File: src/rtl/core/udpdq_pkg.sv
// ----------------------------------------------------------------------------
// udpdq_pkg
// Shared types, codes and constants of the UDP receive port demultiplexer.
// ----------------------------------------------------------------------------
package udpdq_pkg;

   localparam int DEF_QUEUE_DEPTH = 16;
   localparam int DEF_PORT_SLOTS  = 16;
   localparam int SLOT_IDX_W      = 8;    // holds any slot index up to 256 slots

   // operation codes
   localparam logic [1:0] OP_BIND  = 2'd0;
   localparam logic [1:0] OP_FRAME = 2'd1;
   localparam logic [1:0] OP_DEQ   = 2'd2;
   localparam logic [1:0] OP_NONE  = 2'd3;

   // status codes
   localparam logic [3:0] ST_OK         = 4'd0;
   localparam logic [3:0] ST_TABLE_FULL = 4'd1;
   localparam logic [3:0] ST_NOT_BOUND  = 4'd2;
   localparam logic [3:0] ST_EMPTY      = 4'd3;
   localparam logic [3:0] ST_QUEUED     = 4'd4;
   localparam logic [3:0] ST_ARP_REPLY  = 4'd5;
   localparam logic [3:0] ST_RUNT       = 4'd6;
   localparam logic [3:0] ST_BAD_IP     = 4'd7;
   localparam logic [3:0] ST_BAD_UDP    = 4'd8;
   localparam logic [3:0] ST_NO_PORT    = 4'd9;
   localparam logic [3:0] ST_ARP_REPEAT = 4'd10;

   // frame constants
   localparam logic [15:0] TYPE_ARP    = 16'h0806;
   localparam logic [15:0] TYPE_IPV4   = 16'h0800;
   localparam logic [7:0]  PROTO_UDP   = 8'd17;
   localparam logic [3:0]  IP_VERSION  = 4'd4;
   localparam logic [3:0]  IP_IHL      = 4'd5;
   localparam logic [10:0] MIN_ARP_LEN = 11'd42;
   localparam logic [10:0] MIN_IP_LEN  = 11'd34;
   localparam logic [10:0] MIN_UDP_LEN = 11'd42;
   localparam logic [10:0] HDR_BYTES   = 11'd34;
   localparam logic [15:0] UDP_HDR     = 16'd8;

   typedef struct packed {
      logic [1:0]  op;
      logic [15:0] port;
      logic [10:0] frame_len;
      logic [15:0] eth_type;
      logic [7:0]  ip_vhl;
      logic [7:0]  ip_proto;
      logic [15:0] udp_len;
      logic [15:0] dest_port;
      logic [31:0] source_ip;
      logic [15:0] source_port;
      logic [7:0]  buffer_id;
      logic [10:0] max_len;
   } req_type;

   typedef struct packed {
      logic [3:0]  status;
      logic [7:0]  out_buffer;
      logic [31:0] out_source_ip;
      logic [15:0] out_source_port;
      logic [10:0] clip_len;
   } rsp_type;

   typedef enum logic [1:0] {
      CMD_RESULT = 2'd0,
      CMD_ENQ    = 2'd1,
      CMD_DEQ    = 2'd2
   } cmd_kind_type;

   // front to back command
   typedef struct packed {
      cmd_kind_type           kind;
      logic [3:0]             status;
      logic [SLOT_IDX_W-1:0]  slot;
      logic [7:0]             buffer;
      logic [10:0]            plen;
      logic [31:0]            source_ip;
      logic [15:0]            source_port;
      logic [10:0]            max_len;
   } cmd_type;

endpackage

File: src/rtl/core/udpdq_front.sv
// ----------------------------------------------------------------------------
// udpdq_front
// Accepts requests, binds ports, classifies frames, looks up port slots.
// ----------------------------------------------------------------------------
module udpdq_front #(
   parameter int PORT_SLOTS = 16
) (
   input  logic              clock,
   input  logic              reset,
   input  logic              req_valid,
   output logic              req_stall,
   input  udpdq_pkg::req_type req_data,
   output logic              cmd_push,
   output udpdq_pkg::cmd_type cmd_data,
   input  logic              cmd_full
);
   import udpdq_pkg::*;

   localparam int SLOT_W = (PORT_SLOTS > 1) ? $clog2(PORT_SLOTS) : 1;

   logic              port_valid_ff [PORT_SLOTS];
   logic [15:0]       port_ff       [PORT_SLOTS];
   logic              arp_seen_ff, arp_seen_in;
   logic              accept;
   logic [15:0]       key;
   logic              hit, free_found;
   logic [SLOT_IDX_W-1:0] hit_slot, free_slot;
   logic              do_bind_wr;
   logic [10:0]       ip_room;

   assign req_stall = cmd_full;
   assign accept    = req_valid && !cmd_full;
   assign key       = (req_data.op == OP_FRAME) ? req_data.dest_port : req_data.port;
   assign ip_room   = req_data.frame_len - HDR_BYTES;

   // port CAM and free-slot search
   always_comb begin
      hit = 1'b0;
      free_found = 1'b0;
      hit_slot = '0;
      free_slot = '0;
      for (int s = PORT_SLOTS - 1; s >= 0; s--) begin
         if (port_valid_ff[s] && port_ff[s] == key) begin
            hit = 1'b1;
            hit_slot = SLOT_IDX_W'(s);
         end
         if (!port_valid_ff[s]) begin
            free_found = 1'b1;
            free_slot = SLOT_IDX_W'(s);
         end
      end
   end

   always_comb begin
      cmd_data = '0;
      cmd_data.kind = CMD_RESULT;
      cmd_data.buffer = req_data.buffer_id;
      cmd_data.slot = hit_slot;
      cmd_data.max_len = req_data.max_len;
      cmd_data.source_ip = req_data.source_ip;
      cmd_data.source_port = req_data.source_port;
      cmd_data.plen = req_data.udp_len[10:0] - UDP_HDR[10:0];
      arp_seen_in = arp_seen_ff;
      do_bind_wr = 1'b0;
      unique case (req_data.op)
         OP_BIND: begin
            cmd_data.buffer = '0;
            if (hit) begin
               cmd_data.status = ST_OK;
            end else if (free_found) begin
               cmd_data.status = ST_OK;
               do_bind_wr = 1'b1;
            end else begin
               cmd_data.status = ST_TABLE_FULL;
            end
         end
         OP_FRAME: begin
            priority if (req_data.frame_len >= MIN_ARP_LEN && req_data.eth_type == TYPE_ARP) begin
               cmd_data.status = arp_seen_ff ? ST_ARP_REPEAT : ST_ARP_REPLY;
               arp_seen_in = 1'b1;
            end else if (req_data.frame_len < MIN_IP_LEN || req_data.eth_type != TYPE_IPV4
                         || req_data.frame_len < MIN_UDP_LEN) begin
               cmd_data.status = ST_RUNT;
            end else if (req_data.ip_vhl[7:4] != IP_VERSION || req_data.ip_vhl[3:0] != IP_IHL
                         || req_data.ip_proto != PROTO_UDP) begin
               cmd_data.status = ST_BAD_IP;
            end else if (req_data.udp_len < UDP_HDR || req_data.udp_len > {5'd0, ip_room}) begin
               cmd_data.status = ST_BAD_UDP;
            end else if (!hit) begin
               cmd_data.status = ST_NO_PORT;
            end else begin
               cmd_data.kind = CMD_ENQ;
               cmd_data.status = ST_QUEUED;
            end
         end
         OP_DEQ: begin
            cmd_data.buffer = '0;
            if (hit) begin
               cmd_data.kind = CMD_DEQ;
               cmd_data.status = ST_OK;
            end else begin
               cmd_data.status = ST_NOT_BOUND;
            end
         end
         default: begin
            cmd_data.status = ST_OK;
         end
      endcase
   end

   assign cmd_push = accept && (req_data.op != OP_NONE);

   always_ff @(posedge clock) begin
      if (reset) begin
         arp_seen_ff <= 1'b0;
         for (int s = 0; s < PORT_SLOTS; s++) begin
            port_valid_ff[s] <= 1'b0;
         end
      end else if (accept) begin
         if (req_data.op == OP_FRAME) begin
            arp_seen_ff <= arp_seen_in;
         end
         if (do_bind_wr) begin
            port_valid_ff[free_slot[SLOT_W-1:0]] <= 1'b1;
         end
      end
   end

   always_ff @(posedge clock) begin
      if (accept && do_bind_wr) begin
         port_ff[free_slot[SLOT_W-1:0]] <= req_data.port;
      end
   end

endmodule

File: config.mk
export PLATFORM = sky130hd
export DESIGN_NAME = udpdq_front
export DESIGN_NICKNAME = d
export VERILOG_FILES = /design/src/rtl/core/udpdq_pkg.sv /design/src/rtl/core/udpdq_front.sv
export SDC_FILE = /design/constraint.sdc
export NUM_CORES = 1
export LEC_CHECK = 0
export BUFFER_PORTS_ARGS = -buffer_cell sky130_fd_sc_hd__buf_2
export CAP_MARGIN = 15
export CORE_MARGIN = 2
export CORE_UTILIZATION = 55
export DETAILED_ROUTE_END_ITERATION = 10
export GPL_ROUTABILITY_DRIVEN = 1
export GPL_TIMING_DRIVEN = 0
export PLACE_DENSITY = 0.82
export SLEW_MARGIN = 10
export SYNTH_ARGS = -nofsm -noshare
export SYNTH_HDL_FRONTEND = slang
export SYNTH_SLANG_ARGS = --single-unit
File: constraint.sdc
create_clock -name clock -period 6.6 [get_ports clock]
set_clock_uncertainty 0.1 [all_clocks]
set_input_delay 1.32 -clock clock [delete_from_list [all_inputs] [get_ports clock]]
set_output_delay 1.32 -clock clock [all_outputs]
set_load 0.02 [all_outputs]
=== Word level (Yosys, flattened, before mapping) ===
Memory sizes are Yosys's and may differ from the RTL's.
Index checks and enable logic that the tools add are counted.

* Bits in registers: 1
* Bits in writable memories: 272
* Input port bits: 164
* Output and inout bits: 94
* Word-level logic and storage cells: 161
* Memories kept: 2

* $add $sub $neg: 2
* Order comparisons: 5
* Equal/unequal tests: 24
* Multiplexer cells: 97
* Reduce and logical (&&, ||, !) cells: 30

{| class="wikitable"
|+ Memories
! name !! words !! width !! read ports !! clocked after Yosys merged registers in !! write ports !! line !! text
|-
| port_ff || 16 || 16 || 16 || 0 || 1 || udpdq_front.sv:22 || <nowiki>logic [15:0] port_ff [PORT_SLOTS];</nowiki>
|-
| port_valid_ff || 16 || 1 || 16 || 0 || 16 || udpdq_front.sv:21 || <nowiki>logic port_valid_ff [PORT_SLOTS];</nowiki>
|}

{| class="wikitable"
|+ Operator list
! cell !! number
|-
| $eq 16x16->1 || 16
|-
| $mux 8 || 16
|-
| $mux 4 || 24
|-
| $mux 1 || 52
|-
| $lt 11x6->1 const B || 2
|-
| $logic_and 1x1->1 || 20
|-
| $eq 16x12->1 const B || 1
|-
| $gt 16x11->1 || 1
|-
| $lt 16x4->1 const B || 1
|-
| $mux 16 || 1
|-
| $ne 16x12->1 const B || 1
|-
| $pmux 4 s3 || 1
|-
| $ge 11x6->1 const B || 1
|-
| $sub 11x4->11 const B || 1
|-
| $sub 11x6->11 const B || 1
|-
| $ne 4x3->1 const B || 2
|-
| $ne 8x5->1 const B || 1
|-
| $logic_or 1x1->1 || 5
|-
| $mux 2 || 2
|-
| $pmux 2 s2 || 1
|-
| $reduce_and 3->1 || 1
|-
| $eq 2x1->1 const B || 1
|-
| $eq 2x2->1 const B || 1
|-
| $logic_not 2->1 || 1
|-
| 4 further kinds || 4
|}

=== Depth between registers and ports, before layout ===
* Depth in word-level cells: 28
* Mapped depth: 15
* Mapped depth without buffers: 14

=== Worst setup path before layout ===
Ideal clock, no wire load.

* Path type: input to register
* Start point: input req_data[159] in the netlist's numbering
* End point: memory port_ff[10][0], enable pin
* Setup time: 0.430 ns
* Arrival: 5.108 ns
* Required time: 6.070 ns
* Path slack: 0.962 ns
* Cell stages on the path: 14
* Buffers on the path: 4
* Path through: inv_1 ha_1 buf_6 buf_12 mux2i_4 buf_6 xnor2_2 nor3_1 nand4_2 o22ai_2 nor4_4 nand4b_2 buf_6 nor4_1

* Cells in the longest elaborated chain, start to end: 25
* Elaborated cells between the ends (all ways): 56
* Classes of those cells: 17 x eq/ne; 21 x mux; 18 x reduce/logical

{| class="wikitable"
|+ Ends and longest elaborated chain
! item !! line !! text
|-
| start, declared || udpdq_front.sv:12 || <nowiki>input udpdq_pkg::req_type req_data,</nowiki>
|-
| $eq 2x1->1 || udpdq_front.sv:33 || <nowiki>assign key = (req_data.op == OP_FRAME) ? req_data.dest_port : req_data.port;</nowiki>
|-
| $mux 16 || udpdq_front.sv:33 ||
|-
| $eq 16x16->1 || udpdq_front.sv:43 || <nowiki>if (port_valid_ff[s] && port_ff[s] == key) begin</nowiki>
|-
| $logic_and 1x1->1 || udpdq_front.sv:43 ||
|-
| $mux 1 (16 in a row) || udpdq_front.sv:43 ||
|-
| $mux 1 || udpdq_front.sv:68 || <nowiki>if (hit) begin</nowiki>
|-
| $mux 1 (*) || udpdq_front.sv:65 || <nowiki>unique case (req_data.op)</nowiki>
|-
| $logic_and 1x1->1 (*) || udpdq_front.sv:130 || <nowiki>if (accept && do_bind_wr) begin</nowiki>
|-
| $mux 1 (*) || udpdq_front.sv:130 ||
|-
| $mux 1 (not written as such) (*) || udpdq_front.sv:131 || <nowiki>port_ff[free_slot[SLOT_W-1:0]] <= req_data.port;</nowiki>
|-
| end, declared || udpdq_front.sv:22 ||
|}

Mark *: on every way between the ends. The rest lies on a longest branch, timed or not.

==> summary.txt <==
Status
  – Status: finished, final reports clean

Power and ir drop
  – Flop pwr share: 50.2%
  – Final Power: 3.78 mW
  – Static Leak: 5.58 nW
  – Pint: 2.89 mW
  – Switching Share: 23.5%
  – NetSw: 887 uW
  – Logic pwr share: 13.0%
  – Pwr per Cell Area: 234 mW/mm2
  – Max VDD drop: 224 uV
  – Clock share of power: 36.9%

Synthesis
  – Post-Syn Instances: 1000
  – Most frequent cell after synthesis: edfxtp_1
  – Seq cells post-synth: 273
  – Sequential share of the synthesized area: 58.7%
  – Post-synth top cells: edfxtp_1, xnor2_1, buf_4, nor4_1, inv_1
  – Area contributors post-synth: edfxtp_1, xnor2_1, buf_4, nor4_1, dfxtp_1
  – Post-synth EDFFs: 256
  – Netlist cell types: 59
  – Netlist Area Pre-Place: 0.0137 mm2
  – Synth Warn #: 0
  – Ys async rst share: 0%
  – Post-synth top flop: edfxtp_1
  – Top cell type's share of synthesized area: 56.2%
  – Leading area contributor after synthesis: edfxtp_1
  – Syn_area_per_cell: 13.7 um2

Worst setup path
  – Crit-path max FO: 10
  – Crit path DAT: 5.07 ns
  – Endpoint class of the critical path: output pin
  – Critical path class: primary input to output pin
  – CP startpoint kind: primary input
  – Critical path required time: 5.18 ns

Die
  – Die height: 162 um
  – Ports: 258
  – Starting Density: 56.0%
  – Die width: 162 um
  – Core area: 0.0244 mm2
  – Row count: 57
  – Die ar.: 0.0261 mm2

STA
  – Pins Over Slew Limit: 0
  – Slew margin rel.: 37.1%
  – Final Cycle Share: 98.3%
  – Worst slew pin tran: 0.942 ns
  – Final setup viols: 0
  – Final worst path period need: 6.49 ns
  – Setup_tns: 0 ns
  – Endpoints failing hold: 0
  – Max Clock Freq: 0.154 GHz
  – Post-route setup slack: 0.112 ns

Clocking
  – Clock sink total: 273
  – Root buf cell: clkbuf_16
  – H-Tree Depth: 1
  – Clk_lat worst skew: 0.52 ns
  – Clock-pin slew on the worst setup and hold paths: 0.06 ns
  – Inserted Clock Buffers: 27
  – Hold buffers post-CTS: 0
  – CTS tree: built
  – Buffer levels on the longest clock path: 3

Finish
  – Fillers: 1789
  – Area Growth Syn to Fin: 18.2%
  – Layout net count: 1435
  – Share of layout cells above drive strength 1: 30.9%

Global route
  – Number of global-route vias before repair: 8805
  – Global-route wire length before repair: 53.8 mm
  – Total GRT Usage: 27.5%
  – Pin count of the biggest net entering global routing: 18
  – Antenna violations before repair: 2
  – Grt ovf: 0

Place
  – Routability cong.: 0.911
  – Number of buffers inserted by port buffering: 194
  – DP Worst Slack: 0.0484 ns
  – Detail Placement HPWL: 26.4 mm

Route
  – Vias per cell: 5.66
  – Wire length per cell: 23.0 um
  – Initial DRC count: 841
  – ANT nets after route: 0
  – Vias: 9034
  – DRC: 0
  – Pre-Repair DR Iteration Count: 5
  – Total Wirelength: 36.7 mm

Min path
  – Hold WC Path Type: register to register

Run
  – Number of max-cap violations: 0
==> worst paths after layout <==
path | from | to | slack (ns) | cells after the start
max reg2reg | port_ff[5][5] | port_ff[3][4] | 3.02 | 10
min reg2reg | port_valid_ff[11] | port_valid_ff[11] | 0.40 | 2
min | port_valid_ff[11] | port_valid_ff[11] | 0.40 | 2
max | req_data[159] | cmd_data[90] | 0.11 | 16
==> state kept, by name (all words and copies together), names as in the netlist <==
signal and count:
arp_seen_ff 1, port_valid_ff 16, port_ff 256
==> power by group through the flow <==
stage               Combinational [mW]  Clock, mW  Sequential, mW
finish                           0.490       1.39            1.89
global placement                 0.464          0            1.93
detailed placement               0.473          0            1.93
CTS                              0.477       1.40            1.89
global route                     0.523       1.47            1.89
floorplan                        0.305          0            1.93
==> logic make-up (layout without fill, tap and decap cells) <==
logic type	Yosys count	in the layout	share of synthesized area (%)
xor gates and xnor gates	270	270	17.5
adders and majority gates	18	18	1.65
AOI/OAI and AO/OA	62	62	3.11
muxes	16	16	2.57
and+or+nand+nor	233	233	9.86
DFF	273	273	58.7
other	1	6	0.0274
buffers and inverters	127	394	6.53
==> cells in the final DEF, fill, tap and decap left out, drive strengths merged, types with 2 or more instances in the layout <==
master,count
or4,2
edfxtp,256
or3,14
nand3,4
nor3,32
nor4b,5
a21oi,20
xor2,17
nor4,59
o21ai,8
nand4,24
o31ai,3
a21o,2
clkbuf,38
diode,2
mux2i,16
conb,4
dfxtp,17
and2,9
clkinv,9
o32a,2
nor2,31
ha,18
xnor2,253
o41ai,3
inv,35
o22ai,5
a211oi,2
nand2,29
a211o,3
a31oi,5
nand2b,6
or2,4
nor2b,8
buf,310
==> per-layer routing <==
metal / share of wire (%) / track usage (%) / routed length [um]
met5: 0 / 0 / 0
met4: 1.7 / 5.99 / 616
met3: 7.8 / 3.24 / 2880
met2: 51 / 48.7 / 18600
met1: 40 / 36.8 / 14600
==> timing repair <==
| action | 4_1_cts | 5_1_grt |
|---|---|---|
| endpoints found under the setup margin | 0 | 8 |
| resized for setup | 0 | 7 |
| setup buffers | 0 | 15 |
==> metrics by stage <==
step           utilization [%]  instances  hold slack [ns]  instance area [um2]
6_report                  66.2       1596            0.395                16200
5_1_grt                   66.2       1596            0.403                16200
4_1_cts                   65.5       1579            0.387                16000
3_5_place_dp              62.3       1533            0.379                15200
3_3_place_gp              61.7       1521            0.372                15100
2_1_floorplan                -       1003            0.353                13700
==> final cells by class <==
class                   instances  area (um2)  area share [%]
diodes                          2        5.00          0.0310
plain buffers                  92         761            4.71
clock buffers                  35         706            4.37
clock inverters                11        76.3           0.473
inverters                      35         131           0.813
multi-input cells             603        4850            30.0
flip-flops and latches        273        8030            49.7
well taps                     324         405            2.51
repair buffers                221        1190            7.37
==> worst max-delay path, stage by stage <==
cell and delay [ns]:
buf_2 0.13, inv_1 0.08, ha_1 0.16, buf_6 0.14
buf_8 0.20, mux2i_4 0.56, xnor2_1 0.12, nor4_1 0.64
nand4_1 0.29, nor3_1 0.43, nor4_2 0.13, nand4b_2 0.21
buf_6 0.17, nand2_1 0.09, nor4_2 0.19, buf_2 0.20
Power figures use the tool's default switching activity.
